==> src/hw/rtl/dtpz_pkg.sv <==
`timescale 1ns / 1ps
package dtpz_pkg;

    localparam int FRAC_BITS  = 24;
    localparam int Z_W        = FRAC_BITS + 1;
    localparam int IDX_W      = 20;
    localparam int DEPTH_W    = 13;
    localparam int CLIP_W     = 16;
    localparam int SIZE_W     = 11;
    localparam int ROW_W      = 10;
    localparam int COL_W      = 10;
    localparam int NUM_W      = CLIP_W + DEPTH_W;
    localparam int REM_W      = NUM_W + 1;
    localparam int MAX_WIDTH  = 1024;
    localparam int MAX_HEIGHT = 1024;
    localparam int IN_DATA_W  = 40;
    localparam int OUT_DATA_W = 48;

    typedef enum logic [1:0] {
        REG_NEAR   = 2'd0,
        REG_FAR    = 2'd1,
        REG_WIDTH  = 2'd2,
        REG_HEIGHT = 2'd3
    } reg_idx_t;

    // per-item fields that ride along with the quotient
    typedef struct packed {
        logic             special;
        logic             spec_one;
        logic             err;
        logic [IDX_W-1:0] idx;
    } side_t;

    typedef struct packed {
        logic [Z_W-1:0]   z;
        logic [IDX_W-1:0] idx;
        logic             err;
    } result_t;

endpackage

==> src/hw/rtl/dtpz_out_buf.sv <==
`timescale 1ns / 1ps
module dtpz_out_buf
    import dtpz_pkg::*;
(
    input  logic    aclk,
    input  logic    aresetn,
    input  logic    in_valid,
    input  result_t in_res,
    output logic    pipe_en,
    output logic    out_valid,
    input  logic    out_ready,
    output result_t out_res
);

    logic    ov_reg, sk_reg;
    result_t out_reg, skid_reg;

    always_ff @(posedge aclk) begin
        if (!aresetn) begin
            ov_reg <= 1'b0;
            sk_reg <= 1'b0;
        end else if (out_ready || !ov_reg) begin
            if (sk_reg) begin
                ov_reg <= 1'b1;
                sk_reg <= 1'b0;
            end else begin
                ov_reg <= in_valid;
            end
        end else if (in_valid && !sk_reg) begin
            // output blocked: park the transfer in the skid slot
            sk_reg <= 1'b1;
        end
    end

    always_ff @(posedge aclk) begin
        if (out_ready || !ov_reg) begin
            out_reg <= sk_reg ? skid_reg : in_res;
        end else if (!sk_reg) begin
            skid_reg <= in_res;
        end
    end

    assign pipe_en   = !sk_reg;
    assign out_valid = ov_reg;
    assign out_res   = out_reg;

endmodule

==> config.mk <==
export PLATFORM = sky130hd
export DESIGN_NAME = dtpz_out_buf
export DESIGN_NICKNAME = d
export VERILOG_FILES = /design/src/hw/rtl/dtpz_pkg.sv /design/src/hw/rtl/dtpz_out_buf.sv
export SDC_FILE = /design/constraint.sdc
export NUM_CORES = 1
export LEC_CHECK = 0
export ABC_AREA = 1
export BUFFER_PORTS_ARGS = -buffer_cell sky130_fd_sc_hd__buf_2
export CORE_UTILIZATION = 55
export CTS_BUF_LIST = sky130_fd_sc_hd__clkbuf_16
export DETAILED_ROUTE_END_ITERATION = 10
export PLACE_DENSITY_LB_ADDON = 0.08
export SLEW_MARGIN = 0
export SYNTH_ARGS = -nofsm -noshare
export SYNTH_HDL_FRONTEND = slang
export SYNTH_SLANG_ARGS = --single-unit
==> constraint.sdc <==
create_clock -name aclk -period 8.1 [get_ports aclk]
set_clock_uncertainty 0.15 [all_clocks]
set_input_delay 0 -clock aclk [delete_from_list [all_inputs] [get_ports aclk]]
set_output_delay 0 -clock aclk [all_outputs]
set_load 0.02 [all_outputs]
# After elaboration in Yosys (flattened, before gate mapping)
# Index checks and enable logic that the tools add are counted.
# totals
ff_bits	94
in_bits	50
wordCells	16
# classes
muxes	2
n_bitwise	1
reduce_logical	5
# ops
cell	n
2-to-1 mux 46 bit	1
logical NOT 1 bit	2
OR reduction 2 bit	1
logical AND 1 bit	1
logical OR 1 bit	1
2-to-1 mux 1 bit	1
NOT 1 bit	1

# Longest topological paths before layout
# Gate-level depths: netlist of the first run.
# depth
ltp_word	3
ltp_mapped	5

# Worst setup path before layout of the first run
# OpenSTA, ideal clock, no wires.
# synth_timing
path_type	reg-to-reg
from	register ov_reg, in the netlist out_valid
to	register skid_reg[0] (netlist bit) (enable)
arrival_ps	2611
required_time_ps	7549
path_slack_ps	4938
path_stages_with_launch	3
path_buffers	0
period_less_slack_ps	3162
path_cell_list	dfxtp_1 -> nand2_1 -> inv_1
# synth_via
elab_chain_cells	2
# synth_lines
element	line_no	source
start: declaration	dtpz_out_buf.sv:15	logic ov_reg, sk_reg;
start signal: assignment	dtpz_out_buf.sv:27	ov_reg <= in_valid;
logical NOT 1 bit	dtpz_out_buf.sv:36	if (out_ready || !ov_reg) begin
logical OR 1 bit	dtpz_out_buf.sv:36	
end signal: assignment	dtpz_out_buf.sv:39	skid_reg <= in_res;
end: declaration	dtpz_out_buf.sv:16	result_t out_reg, skid_reg;
# Every way passes these cells.
# A chain may end at the register's enable or synchronous reset.

# Final worst setup path of the first run
# layout_timing
from	register ov_reg, in the netlist out_valid
to	register skid_reg[16] (netlist bit) (enable)
# Same word-level chain as after synthesis.

==> results of run 1 <==
[cell usage after synthesis (all sizes together)]
library cell	count	share of area
o21ai	1	0.0015
inv	3	0.0033
buf	10	0.020
dfxtp	2	0.012
nand2	140	0.15
nor2	2	0.0022
nand3	1	0.0015
edfxtp	92	0.81
[per-layer routing]
metal  vias to the layer above  GRT usage  wire length [um]
met2                        69      0.372              3430
met1                      1050      0.266              2860
met4                         0     0.0839                90
met5                         -          0                 0
met3                         7     0.0472               290
li1                       1146          -                 -
[worst max-delay path, cell delays in order, from the launching register on]
cell and delay [ns]:
dfxtp_1 0.35, nand2_2 0.66, inv_2 1.07
[power breakdown]
group | switching (mW) | internal (mW)
Clock | 0.158 | 0.201
Combinational | 0.0634 | 0.0440
Sequential | 0.00956 | 0.572
Total | 0.231 | 0.817
[what timing repair did]
| item | in CTS | in global routing |
|---|---|---|
| buffers inserted | 0 | 0 |
| hold endpoints to repair | 94 | 0 |
| hold buffers | 51 | 0 |
[area by class of cell]
class,count,area [sq um]
clock buffer,9,225
clock inverter,7,27.5
fill,385,1250
inverter,3,11.3
multi-input combinational,144,546
sequential,94,2800
tap,75,93.8
timing repair buffer,148,996
[stage by stage]
stage               hold slack (ns)  cells  total power [mW]  utilization
floorplan                   -0.0433    251             0.642            -
global placement             0.0639    413             0.677        0.662
detailed placement           0.0708    413             0.680        0.662
CTS                           0.332    480              1.05        0.790
global route                  0.355    480              1.08        0.790
finish                        0.346    480              1.05        0.790
[kinds of logic (layout without fill, tap and decap cells)]
family | count (synthesis) | after routing | share of synthesized area
buf+inv | 13 | 167 | 0.0234
flops | 94 | 94 | 0.818
simple gates | 143 | 143 | 0.157
compound gates | 1 | 1 | 0.00146
[how the worst max path moves through the flow]
stage / end / slack (ns)
floorplan: skid_reg[0] / 4.94
global placement: skid_reg[27] / 5.47
detailed placement: skid_reg[18] / 5.41
CTS: skid_reg[16] / 5.41
global route: skid_reg[20] / 5.26
finish: skid_reg[16] / 5.45
==> results.json, run 1 <==
{
  "start_util": 0.575,
  "insertion_delay_ns": 0.33,
  "regToRegStartpoint": "out_valid",
  "netlist_area_sq_um": 3430,
  "antenna_cells": 0,
  "startpoint": "out_valid",
  "status": "completed",
  "synth_cell_type_count": 11,
  "finalHoldViolCount": 0,
  "post-route-drc-count": 0,
  "gp_congestion": 0.698,
  "via_per_inst": 4.73,
  "port_buffers": 97,
  "required_ns": 7.89,
  "grt_pass1_wl_um": 10100,
  "max_freq_ghz": 0.378,
  "clk_path_buf_depth": 2,
  "grt_max_degree": 50,
  "final_cell_mix": "139 x nand2_1, 97 x buf_2, 92 x edfxtp_1",
  "max_cap_viol_count": 0,
  "power.density_nw_per_um2": 223,
  "crit_type": "flop to flop",
  "ys_seq_area_frac": 0.818,
  "ioPinCount": 98,
  "stdcell_area_sq_um": 4700,
  "ctsRootBufferMaster": "clkbuf_16",
  "dp_hpwl_um": 3570,
  "worst_pin_slew_ns": 1.17,
  "vias": 2272,
  "syn-num-nets": 301,
  "grt_use_total": 0.216,
  "tritoncts": "done",
  "hold_end": "out_res[11]",
  "drive_gt1_frac": 0.274,
  "syn2layout_area_growth_pct": 37.3,
  "routed_wl_um": 6670,
  "ff2ff_path_depth": 2,
  "leakage_nw": 2.07,
  "syn_avg_cell_area_sq_um": 13.6,
  "hold_start": "in_res[11]",
  "die_h_um": 80.9,
  "critPathMaxFanout": 47,
  "max_slew_margin": 0.219,
  "layout_setup_ws_ns": 5.45,
  "cts-resized-gates": 0,
  "wl_per_cell_um": 13.9,
  "period_needed_ns": 2.65,
  "final_common_cell": "nand2_1",
  "cp.arrival_ns": 2.44,
  "clk_pin_slew_ns": 0.06,
  "critPathLaunchType": "flop",
  "period_share": 0.327,
  "drt-pass1-iter-count": 4,
  "ys_warn_count": 0,
  "ys_ff_latch": 94,
  "die-area_sq_um": 6550,
  "rsz0062_at_grt": "false",
  "grt_pass1_vias": 2197,
  "place_area_sq_um": 3940,
  "finalMaxSlewViolations": 0,
  "drt_iter0_drc": 181,
  "r2r_end": "skid_reg[16]",
  "min_path_type": "input pin to flop",
  "fin_nets": 450,
  "tns_ns": 0,
  "clock_sink_count": 94,
  "cts_buffers": 9,
  "grt-ovfl-total": 0,
  "hold_depth": 4,
  "core_area_sq_um": 5960,
  "dp_slack_ns": 5.41,
  "row_count": 28,
  "syn_inst": 251,
  "crit_path_end_kind": "flop",
  "finalSetupViolCount": 0,
  "rrSetupSlack_ns": 5.45,
  "ir_drop_mv": 0.141,
  "antenna_found_initial": 0,
  "ant_nets": 0,
  "die_w_um": 80.9,
  "htree_levels": 3
}
No activity file was read; power rests on OpenSTA's default activity.
==> run 2, diff against run 1 <==
- CORE_UTILIZATION: 55 -> 46
- clock period: 8.1 -> 2.2 ns (I/O delays scaled with it)
==> results.json, run 2 (synthesis results as in run 1) <==
{
  "worst_pin_slew_ns": 0.625,
  "leakage_nw": 2.11,
  "ir_drop_mv": 0.535,
  "period_needed_ns": 1.72,
  "path_cells": "buf_4 > o21ai_1 > dlygate4sd3_1 > nand2_1",
  "die-area_sq_um": 7800,
  "drt-pass1-iter-count": 4,
  "cts_hold_buf": 50,
  "startpoint": "sk_reg",
  "cp.arrival_ns": 1.85,
  "vias": 2258,
  "multi_input_area_sq_um": 551,
  "grt_pass1_vias": 2156,
  "port_buffers": 97,
  "dp_slack_ns": 0.709,
  "max_cap_viol_count": 0,
  "drive_gt1_frac": 0.298,
  "stdcell_area_sq_um": 4860,
  "htree_levels": 3,
  "drt_iter0_drc": 133,
  "clk_path_buf_depth": 2,
  "finalMaxSlewViolations": 0,
  "gp_congestion": 0.763,
  "grtUsageMet1": 0.251,
  "grt_max_degree": 49,
  "slowest_delay_ns": 0.57,
  "critPathLaunchType": "flop",
  "tritoncts": "done",
  "cts_setup_buffers": 0,
  "worst-path-buf-inv": 2,
  "fill_cells": 564,
  "ioPinCount": 98,
  "die_w_um": 88.3,
  "core_area_sq_um": 7210,
  "grt-ovfl-total": 0,
  "finalSetupViolCount": 0,
  "crit_family": "buffers and inverters",
  "ctsRootBufferMaster": "clkbuf_16",
  "dp_hpwl_um": 3850,
  "min_path_type": "input pin to flop",
  "top_usage_layer": "met2",
  "die_h_um": 88.3,
  "crit_path_end_kind": "flop",
  "ant_nets": 0,
  "rsz0062_at_grt": "false",
  "period_share": 0.784,
  "clk_pin_slew_ns": 0.07,
  "grt_use_total": 0.186,
  "hold_start": "out_ready",
  "required_ns": 2.33,
  "cts-resized-gates": 0,
  "place_area_sq_um": 4040,
  "antenna_found_initial": 0,
  "insertion_delay_ns": 0.33,
  "start_util": 0.475,
  "crit_type": "flop to flop",
  "max_slew_margin": 0.583,
  "slowest_stage": "dlygate4sd3_1",
  "grt_pass1_wl_um": 10400,
  "gr-usage-met3": 0.0336,
  "syn2layout_area_growth_pct": 41.8,
  "final_cell_mix": "139 x nand2_1, 97 x buf_2, 92 x edfxtp_1",
  "seqCellArea_sq_um": 2800,
  "via_per_inst": 4.44,
  "critPathMaxFanout": 48,
  "met2_usage": 0.293,
  "cts_buffers": 9,
  "power.density_nw_per_um2": 864,
  "status": "completed",
  "tns_ns": 0,
  "row_count": 31,
  "antenna_cells": 0,
  "routed_wl_um": 6820,
  "final_common_cell": "nand2_1",
  "finalHoldViolCount": 0,
  "layout_setup_ws_ns": 0.476,
  "final_util": 0.673,
  "fin_nets": 455,
  "wl_per_cell_um": 13.4,
  "clock_sink_count": 94,
  "post-route-drc-count": 0,
  "regToRegStartpoint": "sk_reg",
  "max_freq_ghz": 0.580
}
[run 2: cell type report]
cell class	instances	share of cell area
sequential	94	0.577
timing repair buffer	153	0.215
tap	99	0.0255
multi-input combinational	144	0.113
inverter	3	0.00309
clock inverter	7	0.0198
clock buffer	9	0.0464
[run 2: stage by stage]
step / power (mW) / hold slack, ns / instances
detailed placement: 2.52 / 0.0768 / 443
global route: 4.34 / 0.262 / 509
finish: 4.20 / 0.231 / 509
floorplan: 2.36 / -0.0433 / 251
global placement: 2.51 / 0.0702 / 443
CTS: 4.23 / 0.202 / 509
[run 2: final timing paths]
check / to / slack [ns] / cells past startpoint
max: out_valid / 0.48 / 4
min: skid_reg[0] / 0.23 / 4
max reg2reg: out_valid / 0.48 / 4
min reg2reg: out_res[39] / 0.39 / 2
[run 2: worst register-to-register path: stages (launching register included)]
cell and delay, ns:
dfxtp_2 0.33, buf_4 0.43, o21ai_1 0.14, dlygate4sd3_1 0.57, nand2_1 0.05
[run 2: report_power, final]
| part | switching (mW) | internal [mW] | total [mW] | leakage, nW |
|---|---|---|---|---|
| combinational | 0.242 | 0.169 | 0.411 | 1.03 |
| sequential | 0.0297 | 2.10 | 2.13 | 0.919 |
| clock | 0.654 | 1.00 | 1.66 | 0.155 |
[run 2: metal layers]
layer  vias up  wire length (um)
li1       1154                 -
met1      1031              3220
met2        67              3240
met3         6               250
met4         0               106
met5         -                 0
