File: config.mk
export PLATFORM = sky130hd
export DESIGN_NAME = dtpz_divider
export DESIGN_NICKNAME = d
export VERILOG_FILES = /design/src/hw/rtl/dtpz_pkg.sv /design/src/hw/rtl/dtpz_divider.sv
export SDC_FILE = /design/constraint.sdc
export NUM_CORES = 2
export LEC_CHECK = 0
export BUFFER_PORTS_ARGS = -buffer_cell sky130_fd_sc_hd__buf_2
export CAP_MARGIN = 10
export CORE_MARGIN = 4
export CORE_UTILIZATION = 29
export CTS_BUF_LIST = sky130_fd_sc_hd__clkbuf_4 sky130_fd_sc_hd__clkbuf_8
export CTS_CLUSTER_DIAMETER = 200
export DETAILED_ROUTE_END_ITERATION = 10
export GPL_ROUTABILITY_DRIVEN = 0
export PLACE_DENSITY = 0.47
export SLEW_MARGIN = 10
export SYNTH_ARGS = -nofsm -noshare
export SYNTH_HDL_FRONTEND = slang
export SYNTH_SLANG_ARGS = --single-unit
File: constraint.sdc
create_clock -name aclk -period 4.4 [get_ports aclk]
set_clock_uncertainty 0.15 [all_clocks]
set_input_delay 0.44 -clock aclk [delete_from_list [all_inputs] [get_ports aclk]]
set_output_delay 0.44 -clock aclk [all_outputs]
set_load 0.02 [all_outputs]
File: src/hw/rtl/dtpz_pkg.sv
`timescale 1ns / 1ps
package dtpz_pkg;

    localparam int FRAC_BITS  = 24;
    localparam int Z_W        = FRAC_BITS + 1;
    localparam int IDX_W      = 20;
    localparam int DEPTH_W    = 13;
    localparam int CLIP_W     = 16;
    localparam int SIZE_W     = 11;
    localparam int ROW_W      = 10;
    localparam int COL_W      = 10;
    localparam int NUM_W      = CLIP_W + DEPTH_W;
    localparam int REM_W      = NUM_W + 1;
    localparam int MAX_WIDTH  = 1024;
    localparam int MAX_HEIGHT = 1024;
    localparam int IN_DATA_W  = 40;
    localparam int OUT_DATA_W = 48;

    typedef enum logic [1:0] {
        REG_NEAR   = 2'd0,
        REG_FAR    = 2'd1,
        REG_WIDTH  = 2'd2,
        REG_HEIGHT = 2'd3
    } reg_idx_t;

    // per-item fields that ride along with the quotient
    typedef struct packed {
        logic             special;
        logic             spec_one;
        logic             err;
        logic [IDX_W-1:0] idx;
    } side_t;

    typedef struct packed {
        logic [Z_W-1:0]   z;
        logic [IDX_W-1:0] idx;
        logic             err;
    } result_t;

endpackage

File: src/hw/rtl/dtpz_divider.sv
`timescale 1ns / 1ps
module dtpz_divider
    import dtpz_pkg::*;
(
    input  logic             aclk,
    input  logic             aresetn,
    input  logic             en,
    input  logic             in_valid,
    input  logic [NUM_W-1:0] in_num,
    input  logic [NUM_W-1:0] in_den,
    input  side_t            in_side,
    output logic             out_valid,
    output result_t          out_res
);

    localparam logic [Z_W-1:0] Z_ONE = Z_W'(1) << FRAC_BITS;

    logic                 v_reg    [0:FRAC_BITS-1];
    logic [REM_W-1:0]     rem_reg  [0:FRAC_BITS-1];
    logic [NUM_W-1:0]     den_reg  [0:FRAC_BITS-1];
    logic [FRAC_BITS-1:0] q_reg    [0:FRAC_BITS-1];
    side_t                side_reg [0:FRAC_BITS-1];

    logic                 vo_reg;
    result_t              res_reg;

    genvar k;
    generate
        for (k = 0; k < FRAC_BITS; k++) begin : g_step
            logic                 v_in;
            logic [REM_W-1:0]     r_in;
            logic [NUM_W-1:0]     d_in;
            logic [FRAC_BITS-1:0] q_in;
            side_t                s_in;
            logic [REM_W-1:0]     r2;
            logic                 ge;

            if (k == 0) begin : g_first
                assign v_in = in_valid;
                assign r_in = {1'b0, in_num};
                assign d_in = in_den;
                assign q_in = '0;
                assign s_in = in_side;
            end else begin : g_rest
                assign v_in = v_reg[k-1];
                assign r_in = rem_reg[k-1];
                assign d_in = den_reg[k-1];
                assign q_in = q_reg[k-1];
                assign s_in = side_reg[k-1];
            end

            // shift remainder, subtract divisor where it fits
            assign r2 = {r_in[REM_W-2:0], 1'b0};
            assign ge = r2 >= {1'b0, d_in};

            always_ff @(posedge aclk) begin
                if (!aresetn) begin
                    v_reg[k] <= 1'b0;
                end else if (en) begin
                    v_reg[k] <= v_in;
                end
            end

            always_ff @(posedge aclk) begin
                if (en) begin
                    rem_reg[k]  <= ge ? (r2 - {1'b0, d_in}) : r2;
                    den_reg[k]  <= d_in;
                    q_reg[k]    <= {q_in[FRAC_BITS-2:0], ge};
                    side_reg[k] <= s_in;
                end
            end
        end
    endgenerate

    localparam int L = FRAC_BITS - 1;

    logic [REM_W-1:0] r2_last;
    logic             round_up;
    logic [Z_W-1:0]   q_round;

    always_comb begin
        r2_last  = {rem_reg[L][REM_W-2:0], 1'b0};
        round_up = r2_last >= {1'b0, den_reg[L]};
        q_round  = {1'b0, q_reg[L]} + {{(Z_W-1){1'b0}}, round_up};
        if (q_round > Z_ONE) begin
            q_round = Z_ONE;
        end
    end

    always_ff @(posedge aclk) begin
        if (!aresetn) begin
            vo_reg <= 1'b0;
        end else if (en) begin
            vo_reg <= v_reg[L];
        end
    end

    always_ff @(posedge aclk) begin
        if (en) begin
            if (side_reg[L].special) begin
                res_reg.z <= side_reg[L].spec_one ? Z_ONE : '0;
            end else begin
                res_reg.z <= q_round;
            end
            res_reg.idx <= side_reg[L].idx;
            res_reg.err <= side_reg[L].err;
        end
    end

    assign out_valid = vo_reg;
    assign out_res   = res_reg;

endmodule

**Word level (Yosys, flattened, before mapping)**

Memories as Yosys holds them, arrays and structs flattened. A register that Yosys moved wholly into a read port is not among the register bits.
Cells that the tools add are included.

- Bits in read-only memories: 0
- Flip-flop bits (word level): 46
- Input bits: 85
- Memory bits (writable): 2568
- Bits in latches: 0
- Word-level logic and storage cells: 140
- Output and inout port bits: 47
- Memories: 5

Memories:

| name | words | width | rd ports | clocked after Yosys merged registers in | write ports | RTL line | source |
|---|---|---|---|---|---|---|---|
| rem_reg | 24 | 30 | 24 | 0 | 24 | dtpz_divider.sv:19 | `logic [REM_W-1:0] rem_reg [0:FRAC_BITS-1];` |
| den_reg | 24 | 29 | 24 | 0 | 24 | dtpz_divider.sv:20 | `logic [NUM_W-1:0] den_reg [0:FRAC_BITS-1];` |
| q_reg | 24 | 24 | 24 | 0 | 24 | dtpz_divider.sv:21 | `logic [FRAC_BITS-1:0] q_reg [0:FRAC_BITS-1];` |
| side_reg | 24 | 23 | 24 | 0 | 24 | dtpz_divider.sv:22 | `side_t side_reg [0:FRAC_BITS-1];` |
| v_reg | 24 | 1 | 24 | 1 | 24 | dtpz_divider.sv:18 | `logic v_reg [0:FRAC_BITS-1];` |

- Add/subtract/negate cells: 25
- Multipliers: 0
- Reduce and logical (&&, ||, !) cells: 1
- Divide/modulo/power cells: 0
- Equal/unequal tests: 0
- Bitwise operators: 24
- Shift operators: 0
- Mux-type cells: 56
- Magnitude comparators: 26

Operators by type and width:

| operator | count |
|---|---|
| $ge 30x29->1 | 25 |
| $mux 30 | 24 |
| $sub 30x29->30 | 24 |
| $mux 25 | 3 |
| $mux 1 | 29 |
| $add 24x1->25 | 1 |
| $gt 25x25->1 const B | 1 |
| $or 1x1->1 | 24 |
| $logic_not 1->1 | 1 |

**Logic depth before layout (Yosys ltp)**

An unclocked memory read counts as a cell.

- Depth in word-level cells: 6
- Mapped depth: 27
- Mapped depth without buffers: 25

**Worst setup path after synthesis**

OpenSTA, ideal clock, no wires.

- Path kind: reg-to-reg
- Start: memory rem_reg[2][224] (netlist name)
- End: register res_reg, in the netlist out_res[22], data pin
- Arrival: 4433 ps
- Clock period less this slack: 4724 ps
- Stages on the path, launching flop included: 27
- Library setup time: 141 ps
- Path slack: -324 ps
- Cell sequence: edfxtp_1 ha_1 a21o_1 a21o_1 a21o_1 a21o_1 a21o_1 a21o_1 a221oi_1 o211ai_1 a21o_1 a21oi_1 o21ai_0 ha_1 nand2_1 nor3_1 and3_1 and2_1 clkbuf_1 nor2b_1 nand3_1 xor2_1 o2111ai_1 a211oi_1 a31oi_1 clkbuf_1 nor2b_1

RTL lines:

| what | RTL line | source |
|---|---|---|
| start: declaration | dtpz_divider.sv:19 |  |
| end: declaration | dtpz_divider.sv:25 | `result_t res_reg;` |

==> flow_summary.yaml <==
sta:
  grt_setup_unrepaired: "yes"
  setup_slack_ns: -0.1713
  relSlewSlack_pct: 28.25
  period_minus_slack_ns: 4.571
  fmax_mhz: 218.8
  fin_crit_sh_pct: 103.9
  hold_viol_final: 0
  setup_viol: 11
  tightestPinTransition_ns: 1.076
  drv_slew: 0
yosys:
  synth_compound_area_share_pct: 12.47
  ys_ff_latch: 2315
  synth_top_family_by_area: "compound AO/OA/AOI/OAI gates"
  ys_top_cells_by_area: "edfxtp_1 (61%), ha_1 (8.0%), a21oi_1 (3.1%), inv_1 (3.0%), o21ai_0 (2.9%)"
  netlist_area_um2: 114000
  ys_types: 89
  synthAdderAreaFrac_pct: 8.389
  syn_inst: 9245
  synth_mux_area_share_pct: 1.620
  synth_top_cell_by_area: "edfxtp_1"
  ys.flop_type: "edfxtp_1"
  async_flop_share_pct: 0
  syn-num-nets: 10080
  ys_seq_area_share_pct: 60.96
  synth_xor_area_share_pct: 4.632
  synth_top_area_share_pct: 60.92
  syn_avg_cell_area_um2: 12.33
  synth_edf_count: 2313
  synth-simple-area-share_pct: 8.299
  ys_warn_count: 0
power_and_ir_drop:
  comb_power_share_pct: 41.2
  internal-power_mw: 58.60
  p_seq_share_pct: 36.7
  p_sw_mw: 33.03
  p_per_area_nw_per_um2: 684.2
  finalPower_mw: 91.63
  switching_share_pct: 36.05
  p_leak_nw: 52.98
  ir_drop_v: 0.0002705
  clkPwrFrac_pct: 22.1
routing:
  vias_per_cell: 4.652
  drc: 0
  wire_per_inst_um: 16.48
  drt_iter0_drc: 3517
  drtAntennaViolNets: 0
  first_pass_iters: 6
  finalWirelength_mm: 257.6
  vias: 72717
layout:
  nets: 10927
  layout_common_cells: "edfxtp_1 (2313), inv_1 (905), ha_1 (723)"
  final_area_um2: 133900
  final_common_cell: "edfxtp_1"
  fillers: 38075
  fin_cells: 15630
  seqCellArea_um2: 69500
  multiInputGateArea_um2: 40800
  drive_above_1_share_pct: 12.51
  area_delta_synth_final_pct: 17.46
place:
  placed_cell_area_um2: 123000
  dp_hpwl_mm: 186.7
  dp.cells: 14640
  port_buffers: 131
die:
  die_h_um: 635.0
  die_area_um2: 403200
  fp.coreArea_um2: 390200
  rows: 229
  io_pins: 132
  initial_core_util_pct: 29.21
  die_x_um: 635.0
hold_path:
  hold_path.class: "reg -> reg"
clock_network:
  clk-insertion-delay-late_ns: 1.06
  clock_sinks: 2315
  cts-buffers-inserted: 420
  cts_htree_levels: 5
  cts-root-buf: "clkbuf_8"
  clkSlewWorstSetupHoldPaths_ns: 0.06
  cts_max_path_buffers: 4
  cts_tree: "built"
grt:
  track_usage_pct: 12.43
  grt_overflow: 0
  grt_pass1_vias: 77426
  antenna_found_initial: 5
  grt_first_pass_wirelength_mm: 408.5
  grt_max_degree: 150
worst_setup_path:
  endpoint_kind: "flop"
  cp_data_arrival_time_ns: 5.31
  path_cells: "inv_2, ha_4, a21o_1, a21o_1, a21o_1, a21o_1, a21o_1, a21o_1, a221oi_2, o211ai_1, a21o_1, a21oi_2, o21ai_4, ha_4, nand2_2, nor3_2, and3_4, and2_4, buf_4, or4_1, a211oi_2, a31oi_4, buf_6, nor2b_1"
  worst-r2r-setup-slack_ns: -0.17
  cpMostUsedCell: "a21o_1"
  critical_path.max_fanout: 6
  critPathMaxStageDelay_ns: 0.41
  cp-start-kind: "flop"
  slowest_stage: "or4_1"
  crit_type: "reg -> reg"
  required_ns: 5.14
status:
  outcome: "complete, but fails checks"
  violations: "negative setup slack"
run:
  maxCapViolCount: 0
==> what timing repair did <==
action / in CTS / in global routing
setup buffers: 1 / 2
endpoints found under the setup margin: 24 / 92
hold buffers: 222 / 0
resized for setup: 41 / 42
gates cloned: 1 / 1
pin swaps: 26 / 23
endpoints found under the hold margin: 134 / 0
==> power groups by stage <==
stage	clock (mW)	sequential [mW]	combinational [mW]
2_1_floorplan	0	32.9	26.9
3_3_place_gp	0	34.0	36.5
3_5_place_dp	0	34.1	37.3
4_1_cts	21.3	33.7	37.8
5_1_grt	22.3	34.1	42.0
6_report	20.2	33.6	37.8
==> Yosys cell counts, drive strengths merged (34+ instances only) <==
cell / count
o21bai: 100
mux2: 156
o21ai: 685
o211ai: 34
edfxtp: 2313
a211oi: 64
a21oi: 709
nor2: 474
a21o: 333
o31ai: 57
o21a: 73
inv: 907
xor2: 271
clkbuf: 130
nand2: 695
nand2b: 145
and2: 46
nand4: 93
nand3: 137
nor2b: 121
ha: 726
nor3: 84
xnor2: 332
and3: 81
buf: 48
a31oi: 56
==> worst max-delay path: cells and delay by family, from the launching register on <==
kind / cells / cell delay (ns)
buffers and inverters: 3 / 0.37
AND/OR/NAND/NOR: 6 / 0.99
adder cells (fa/ha/maj): 2 / 0.40
AO/OA/AOI/OAI: 13 / 2.18
flip-flops: 1 / 0.38
==> path summary, 6_finish.rpt <==
| kind | startpoint | cells past startpoint | to |
|---|---|---|---|
| setup / recovery | den_reg[2][218] | 24 | out_res[21] |
| setup reg to reg | den_reg[2][218] | 24 | out_res[21] |
| hold / removal | side_reg[0][19] | 0 | side_reg[0][42] |
| hold reg to reg | side_reg[0][19] | 0 | side_reg[0][42] |
==> cell families (layout without fill, tap and decap cells) <==
family,after synthesis,in the layout
AO/OA/AOI/OAI,2321,2321
flip-flops,2315,2315
AND/OR/NAND/NOR,2006,2006
buffers and inverters,1085,2271
adder cells (fa/ha/maj),750,750
XOR/XNOR,603,603
multiplexers,165,165
other,0,2
==> per-stage QoR <==
stage / setup slack [ns] / utilization [%] / hold WS, ns / TNS (ns)
floorplan: 0.01382 / - / 0.2503 / 0
global placement: -0.6833 / 31.52 / 0.2507 / -10.90
detailed placement: -0.5686 / 31.52 / 0.2545 / -9.779
CTS: -0.2969 / 34.27 / 0.09453 / -3.016
global route: -0.3955 / 34.32 / 0.2028 / -5.286
finish: -0.1713 / 34.32 / 0.2438 / -1.586
==> final cells by class <==
class	count	share of cell area (%)
multi-input cells	5845	30.47
well taps	5197	4.856
inverters	907	2.542
diodes	2	0.003737
repair buffers	603	4.017
clock inverters	200	1.081
clock buffers	561	5.135
flip-flops and latches	2315	51.90
==> layer usage <==
metal,track usage [%],vias up,part of all wire [%]
li1,-,35623,-
met1,12.27,34730,37
met2,24.18,1520,54
met3,1.870,842,3.4
met4,7.539,2,6.4
met5,0,-,0.0078
Power figures use the tool's default switching activity.
