===== src/hw/rtl/dtpz_pkg.sv =====
`timescale 1ns / 1ps
package dtpz_pkg;

    localparam int FRAC_BITS  = 24;
    localparam int Z_W        = FRAC_BITS + 1;
    localparam int IDX_W      = 20;
    localparam int DEPTH_W    = 13;
    localparam int CLIP_W     = 16;
    localparam int SIZE_W     = 11;
    localparam int ROW_W      = 10;
    localparam int COL_W      = 10;
    localparam int NUM_W      = CLIP_W + DEPTH_W;
    localparam int REM_W      = NUM_W + 1;
    localparam int MAX_WIDTH  = 1024;
    localparam int MAX_HEIGHT = 1024;
    localparam int IN_DATA_W  = 40;
    localparam int OUT_DATA_W = 48;

    typedef enum logic [1:0] {
        REG_NEAR   = 2'd0,
        REG_FAR    = 2'd1,
        REG_WIDTH  = 2'd2,
        REG_HEIGHT = 2'd3
    } reg_idx_t;

    // per-item fields that ride along with the quotient
    typedef struct packed {
        logic             special;
        logic             spec_one;
        logic             err;
        logic [IDX_W-1:0] idx;
    } side_t;

    typedef struct packed {
        logic [Z_W-1:0]   z;
        logic [IDX_W-1:0] idx;
        logic             err;
    } result_t;

endpackage


===== src/hw/rtl/dtpz_prep.sv =====
`timescale 1ns / 1ps
module dtpz_prep
    import dtpz_pkg::*;
(
    input  logic                aclk,
    input  logic                aresetn,
    input  logic                en,
    input  logic                in_valid,
    input  logic [15:0]         depth_raw,
    input  logic [ROW_W-1:0]    pixel_row,
    input  logic [COL_W-1:0]    pixel_col,
    input  logic [CLIP_W-1:0]   near_mm,
    input  logic [CLIP_W-1:0]   far_mm,
    input  logic [SIZE_W-1:0]   image_width,
    input  logic [SIZE_W-1:0]   image_height,
    output logic                out_valid,
    output logic [NUM_W-1:0]    out_num,
    output logic [NUM_W-1:0]    out_den,
    output side_t               out_side
);

    localparam logic [SIZE_W-1:0] WMAX = SIZE_W'(MAX_WIDTH);
    localparam logic [SIZE_W-1:0] HMAX = SIZE_W'(MAX_HEIGHT);

    // stage 1
    logic                v1_reg;
    logic [DEPTH_W-1:0]  d1_reg;
    logic [DEPTH_W-1:0]  dmn1_reg;
    logic [CLIP_W-1:0]   far1_reg;
    logic [CLIP_W-1:0]   fmn1_reg;
    logic [IDX_W-1:0]    hr1_reg;
    logic [SIZE_W-1:0]   w1_reg;
    logic [COL_W-1:0]    col1_reg;
    logic                sp1_reg, one1_reg, err1_reg;
    // stage 2
    logic                v2_reg;
    logic [NUM_W-1:0]    num2_reg, den2_reg;
    logic [IDX_W-1:0]    idxm2_reg;
    logic [COL_W-1:0]    col2_reg;
    logic                sp2_reg, one2_reg, err2_reg;
    // stage 3
    logic                v3_reg;
    logic [NUM_W-1:0]    num3_reg, den3_reg;
    side_t               side3_reg;

    logic [DEPTH_W-1:0]  d_next;
    logic                err_next, dz_next, le_next, ge_next;
    logic [SIZE_W-1:0]   w_next, h_next;
    logic [IDX_W-1:0]    hr_next;
    logic [IDX_W+SIZE_W-1:0] idx_prod;

    always_comb begin
        d_next   = depth_raw[15:3];
        err_next = far_mm <= near_mm;
        dz_next  = d_next == '0;
        le_next  = {3'b000, d_next} <= near_mm;
        ge_next  = {3'b000, d_next} >= far_mm;
        w_next   = (image_width > WMAX) ? WMAX : image_width;
        h_next   = (image_height > HMAX) ? HMAX : image_height;
        hr_next  = {{(IDX_W-SIZE_W){1'b0}}, h_next} - IDX_W'(1)
                 - {{(IDX_W-ROW_W){1'b0}}, pixel_row};
        idx_prod = hr1_reg * w1_reg;
    end

    always_ff @(posedge aclk) begin
        if (!aresetn) begin
            v1_reg <= 1'b0;
            v2_reg <= 1'b0;
            v3_reg <= 1'b0;
        end else if (en) begin
            v1_reg <= in_valid;
            v2_reg <= v1_reg;
            v3_reg <= v2_reg;
        end
    end

    always_ff @(posedge aclk) begin
        if (en) begin
            d1_reg    <= d_next;
            dmn1_reg  <= d_next - near_mm[DEPTH_W-1:0];
            far1_reg  <= far_mm;
            fmn1_reg  <= far_mm - near_mm;
            hr1_reg   <= hr_next;
            w1_reg    <= w_next;
            col1_reg  <= pixel_col;
            err1_reg  <= err_next;
            sp1_reg   <= err_next | dz_next | le_next | ge_next;
            one1_reg  <= err_next | dz_next | !le_next;

            num2_reg  <= far1_reg * dmn1_reg;
            den2_reg  <= fmn1_reg * d1_reg;
            idxm2_reg <= idx_prod[IDX_W-1:0];
            col2_reg  <= col1_reg;
            sp2_reg   <= sp1_reg;
            one2_reg  <= one1_reg;
            err2_reg  <= err1_reg;

            num3_reg           <= num2_reg;
            den3_reg           <= den2_reg;
            side3_reg.idx      <= idxm2_reg + {{(IDX_W-COL_W){1'b0}}, col2_reg};
            side3_reg.special  <= sp2_reg;
            side3_reg.spec_one <= one2_reg;
            side3_reg.err      <= err2_reg;
        end
    end

    assign out_valid = v3_reg;
    assign out_num   = num3_reg;
    assign out_den   = den3_reg;
    assign out_side  = side3_reg;

endmodule


===== config.mk =====
export PLATFORM = sky130hd
export DESIGN_NAME = dtpz_prep
export DESIGN_NICKNAME = d
export VERILOG_FILES = /design/src/hw/rtl/dtpz_pkg.sv /design/src/hw/rtl/dtpz_prep.sv
export SDC_FILE = /design/constraint.sdc
export NUM_CORES = 2
export LEC_CHECK = 0
export BUFFER_PORTS_ARGS = -buffer_cell sky130_fd_sc_hd__buf_4
export CAP_MARGIN = 20
export CORE_UTILIZATION = 53
export DETAILED_ROUTE_END_ITERATION = 16
export HOLD_SLACK_MARGIN = 0.08
export PLACE_DENSITY = 0.79
export SLEW_MARGIN = 25
export SYNTH_ARGS = -nofsm -noshare
export SYNTH_HDL_FRONTEND = slang
export SYNTH_SLANG_ARGS = --single-unit

===== constraint.sdc =====
create_clock -name aclk -period 5.9 [get_ports aclk]
set_input_delay 1.18 -clock aclk [delete_from_list [all_inputs] [get_ports aclk]]
set_output_delay 1.18 -clock aclk [all_outputs]
set_load 0.01 [all_outputs]

# --- After elaboration in Yosys (flattened, before gate mapping) ---
# Cells that the tools add are included.
classes:
  add_sub_neg: 5
  n_mul: 3
  magnitude_cmp: 5
  muxes: 1
  n_bitwise: 4
  reduce_logical: 2
op_table:
  columns: ["operator", "n"]
  rows:
  - ["multiplier 16 x 13 -> 29 bit", 2]
  - ["greater-than comparator 11 bit, second input constant", 2]
  - ["adder 20 x 10 -> 20 bit", 1]
  - ["multiplier 20 x 11 -> 20 bit", 1]
  - [">= comparator 13 x 16 -> 1 bit", 1]
  - ["<= comparator 13 x 16 -> 1 bit", 1]
  - ["<= comparator 16 bit", 1]
  - ["subtractor 16 bit", 1]
  - ["logical NOT 13 bit", 1]
  - ["subtractor 12 x 11 -> 13 bit", 1]
  - ["subtractor 13 bit", 1]
  - ["subtractor 11 x 1 -> 12 bit, second input constant", 1]
  - ["2-to-1 mux 11 bit", 1]
  - ["OR 1 bit", 4]
  - ["logical NOT 1 bit", 1]
word_totals:
  regBits: 277
  inputBits: 94

# --- Logic depth before layout (Yosys ltp) ---
depth:
  depth_word: 4
  ltp_mapped: 22
  depth_no_buf: 20

# --- Worst setup path after synthesis ---
# OpenSTA, ideal clock, no wires.
synth_path:
  kind: "reg-to-reg"
  start: "register dmn1_reg[1]"
  end: "register num2_reg[27], data pin"
  setup_ps: 135
  arrival_ps: 5339
  slack_ps: 426
  stages_incl_launch_ff: 19
  path_buffers: 1
  period_less_slack_ps: 5474
  cell_sequence: "edfxtp_1 clkbuf_1 and2_1 fa_1 inv_1 fa_1 inv_1 fa_1 fa_1 inv_1 fa_1 inv_1 ha_1 nand3_1 or4b_4 a21boi_4 a41oi_2 or4_1 nand3_1"
synth_via:
  elab_chain_len: 1
synth_lines:
  columns: ["element", "line_no", "source"]
  rows:
  - ["start, declared", "dtpz_prep.sv:28", "logic [DEPTH_W-1:0] dmn1_reg;"]
  - ["start signal, assigned", "dtpz_prep.sv:80", "dmn1_reg <= d_next - near_mm[DEPTH_W-1:0];"]
  - ["multiplier 16 x 13 -> 29 bit", "dtpz_prep.sv:90", "num2_reg <= far1_reg * dmn1_reg;"]
  - ["end signal, assigned", "dtpz_prep.sv:90", null]
  - ["end, declared", "dtpz_prep.sv:37", "logic [NUM_W-1:0] num2_reg, den2_reg;"]
# Every way passes these cells.
# A chain may end at the register's enable or synchronous reset.

# --- Final worst setup path ---
layout_path:
  start: "register far1_reg[6]"
  end: "register num2_reg[27], data pin"
layout_via:
  elab_chain_len: 1
layout_lines:
  columns: ["element", "line_no", "source"]
  rows:
  - ["start, declared", "dtpz_prep.sv:29", "logic [CLIP_W-1:0] far1_reg;"]
  - ["start signal, assigned", "dtpz_prep.sv:81", "far1_reg <= far_mm;"]
  - ["multiplier 16 x 13 -> 29 bit", "dtpz_prep.sv:90", null]
# Every way passes these cells.

==> summary.md <==
The number of antenna diodes in the final layout is 0. Leaving out fill and tap cells, the most frequent cell in the layout is inv_1. Setup repair after global routing could not meet its margin everywhere.

TritonCTS built the clock tree. Input and output buffers added on the ports amount to 172. The setup path with the least slack is of type reg2reg. The number of flops mapped to enable cells by yosys works out to 267. Detailed placement ended at an HPWL of 48800 µm.

For the maximum operating frequency, the log shows 0.174 GHz. In this run, distinct cell masters in the synthesized netlist total 76. The starting density of the core was 53.6%. Setup violations remaining at the end of the flow were counted as 0. The count of nets left with antenna violations once routing finished came out at 0. Of the post-synthesis cell area, the dominant cell type holds 28.5%. After synthesis, the mean cell area works out to 10.1 µm².

In this run the worst hold path is classified as reg2reg. The worst hold margin was 0.403 ns; the ratio of final minimum period to clock period was 97.2%. The library cells used most frequently in the layout, excluding fill and tap cells, are inv_1 (615), fa_1 (421), nand2_1 (359). The count of placed standard cells including taps was 3824; the non-filler instance count after layout was 3917. The logs give 3906 for the net total in the final layout and 176 for the number of I/O pins. The clock transition at the registers of the reported paths was 0.06 ns; the maximum net fanout on the critical path was 9. For this run the aggregate overflow at the end of global routing stands at 0. After detailed routing, the average wire length per cell comes to 15.9 µm.

The clock drives 270 sinks. The biggest area contributor in the post-synthesis netlist is fa_1. For the clock latency at the later pin of the worst-skew pair, the log shows 0.56 ns. The ratio of routed vias to standard cells is 5.31, and the number of storage elements in the synthesis netlist is 270. The first detailed-routing pass took 5 iterations.

In the synthesized netlist, the number of instances is 2912. The logs give 0 for the number of hold violations in the final report and 103000 µm for the first-pass GRT wire length. The vertical die dimension is 238 µm, and the DRC violation count after routing is 0. The layout overhead on the synthesized area is 13.4%. The die is 238 µm wide.

The first routing iteration left 1121 violations. The number of global-route vias before repair came out at 21415. STA classifies the critical path endpoint as a flop.

Startpoint type of the worst setup path: a flop. In the final layout, the share of cells above drive strength 1 is 11.5%. In this run, post-CTS hold repair placed 0 buffers.

The routed design has 62500 µm of wire. In this run, CTS created clock tree buffers numbering 35. The count of H-tree levels built during CTS came out at 2. The worst slew margin relative to its limit is 37.7%, and the number of rows in the core area is 86.

The run finished with clean final reports. The run gives 0 as the max-slew violation total from the final report. The logs give 0 for the synthesis warning total and 3675 for the synthesized net count. The final weighted congestion in routability-driven placement was 0.943; the sequential fraction of the synthesis area was 27.4%. The pin slew with the least headroom to its limit was 0.935 ns. The root buffer cell chosen for the clock tree is clkbuf_16. The number of antenna violations at the first check in global routing was 0; the mapped cell area was 0.0295 mm². The most common flop cell mapped by yosys is edfxtp_1. By area the synthesized netlist is led by fa_1 (29%), edfxtp_1 (27%), ha_1 (11%), inv_1 (7.8%), and2_1 (5.5%).

For the data arrival time of the worst path, the log shows 6.16 ns. Across the routed clock network, the largest skew measured is 0.0385 ns. For this run, the total global-route usage over all layers was measured as 22.9%.

Max-cap violations in this run came to 0. The worst path in the final design needs a cycle of 5.74 ns, including I/O delays and setup. At the worst endpoint, the required time is 6.33 ns.

After synthesis, the share of flip-flops with an asynchronous set or reset is 0%. Summing over every cut layer, the via total after detailed routing is 20789. Entering global routing, the biggest net connects 116 pins. The maximum buffer depth of the clock tree was 3. The region available for standard cell placement spans 0.0551 mm². The die covers 0.0566 mm².
per-layer routing:
layer  global-route usage, %  vias to the layer above  wire length, µm
met2                    38.8                      659            30500
met5                       0                        -                0
li1                        -                     9660                -
met3                    4.63                      145             4650
met1                    28.9                    10325            25300
met4                    8.47                        0             2080
cell type report:
class,count,area (µm²)
Clock buffer,41,898
Fill cell,4555,21600
Sequential cell,270,8080
Multi-Input combinational cell,1934,18800
Timing Repair Buffer,287,2190
Clock inverter,22,225
Tap cell,748,936
Inverter,615,2310
worst paths after layout:
kind	slack, ns	endpoint	start	depth (start not counted)
setup / recovery	0.16	num2_reg[27]$_DFFE_PP_	far1_reg[6]$_DFFE_PP_	17
hold / removal	0.40	out_num[11]$_DFFE_PP_	num2_reg[11]$_DFFE_PP_	0
setup reg to reg	0.16	num2_reg[27]$_DFFE_PP_	far1_reg[6]$_DFFE_PP_	17
hold reg to reg	0.40	out_num[11]$_DFFE_PP_	num2_reg[11]$_DFFE_PP_	0
critical path, cell delays in order, from the launching register on:
cell and delay (ns):
edfxtp_1 0.58, buf_4 0.22, nand2_1 0.08, fa_1 0.49, fa_1 0.55, fa_1 0.58
inv_1 0.06, fa_1 0.47, inv_1 0.05, fa_1 0.47, inv_1 0.04, ha_1 0.36
nand2_1 0.07, or4b_4 0.58, a21boi_4 0.19, a41oi_2 0.19, or4_1 0.53, nand3_1 0.08
kinds of logic after synthesis:
family,count (synthesis),share of synthesized area (%)
buf+inv,708,9.03
flops,270,27.4
xor+xnor,105,3.12
simple gates,893,15.2
fa+ha+maj,669,39.1
compound gates,260,5.99
mux,7,0.237
stage by stage:
step	setup slack (ns)	utilization [%]	setup TNS (ns)	instance area [µm²]
after detailed placement	0.0744	58.2	0	32100
after global routing	-0.0186	60.8	-0.0351	33500
final	0.164	60.8	0	33500
after CTS	0.0341	60.2	0	33200
after floorplan	0.426	-	0	29500
after global placement	0.117	58.2	0	32100
timing repair:
action | 4_1_cts | 5_1_grt
setup buffers | 0 | 30
gates resized for setup | 0 | 10
setup endpoints to repair | 0 | 9
synthesized netlist by cell type, types with 4 or more instances:
| master | n |
|---|---|
| a21o_1 | 29 |
| a211o_1 | 4 |
| clkbuf_1 | 88 |
| nor3b_1 | 4 |
| o311ai_1 | 6 |
| a21oi_1 | 59 |
| nand2_1 | 360 |
| nand4_1 | 10 |
| xor2_1 | 21 |
| o21bai_1 | 11 |
| o21ai_0 | 29 |
| o211ai_1 | 12 |
| a21boi_1 | 8 |
| edfxtp_1 | 267 |
| nor2_1 | 73 |
| and3_1 | 14 |
| inv_1 | 615 |
| or4b_1 | 4 |
| nand3_1 | 39 |
| ha_1 | 248 |
| a211oi_1 | 18 |
| fa_1 | 421 |
| nor4_1 | 8 |
| xnor2_1 | 84 |
| nor3_1 | 35 |
| mux2i_1 | 7 |
| or4_1 | 6 |
| and2_1 | 261 |
| a31oi_1 | 7 |
| o21a_1 | 12 |
| nand2b_1 | 16 |
| o2111ai_1 | 5 |
| o21ai_1 | 24 |
| or3_1 | 14 |
| nor2b_1 | 32 |
Power is not shown: default switching activity piles up to over one toggle a cycle in this logic, so the estimate is an artifact.
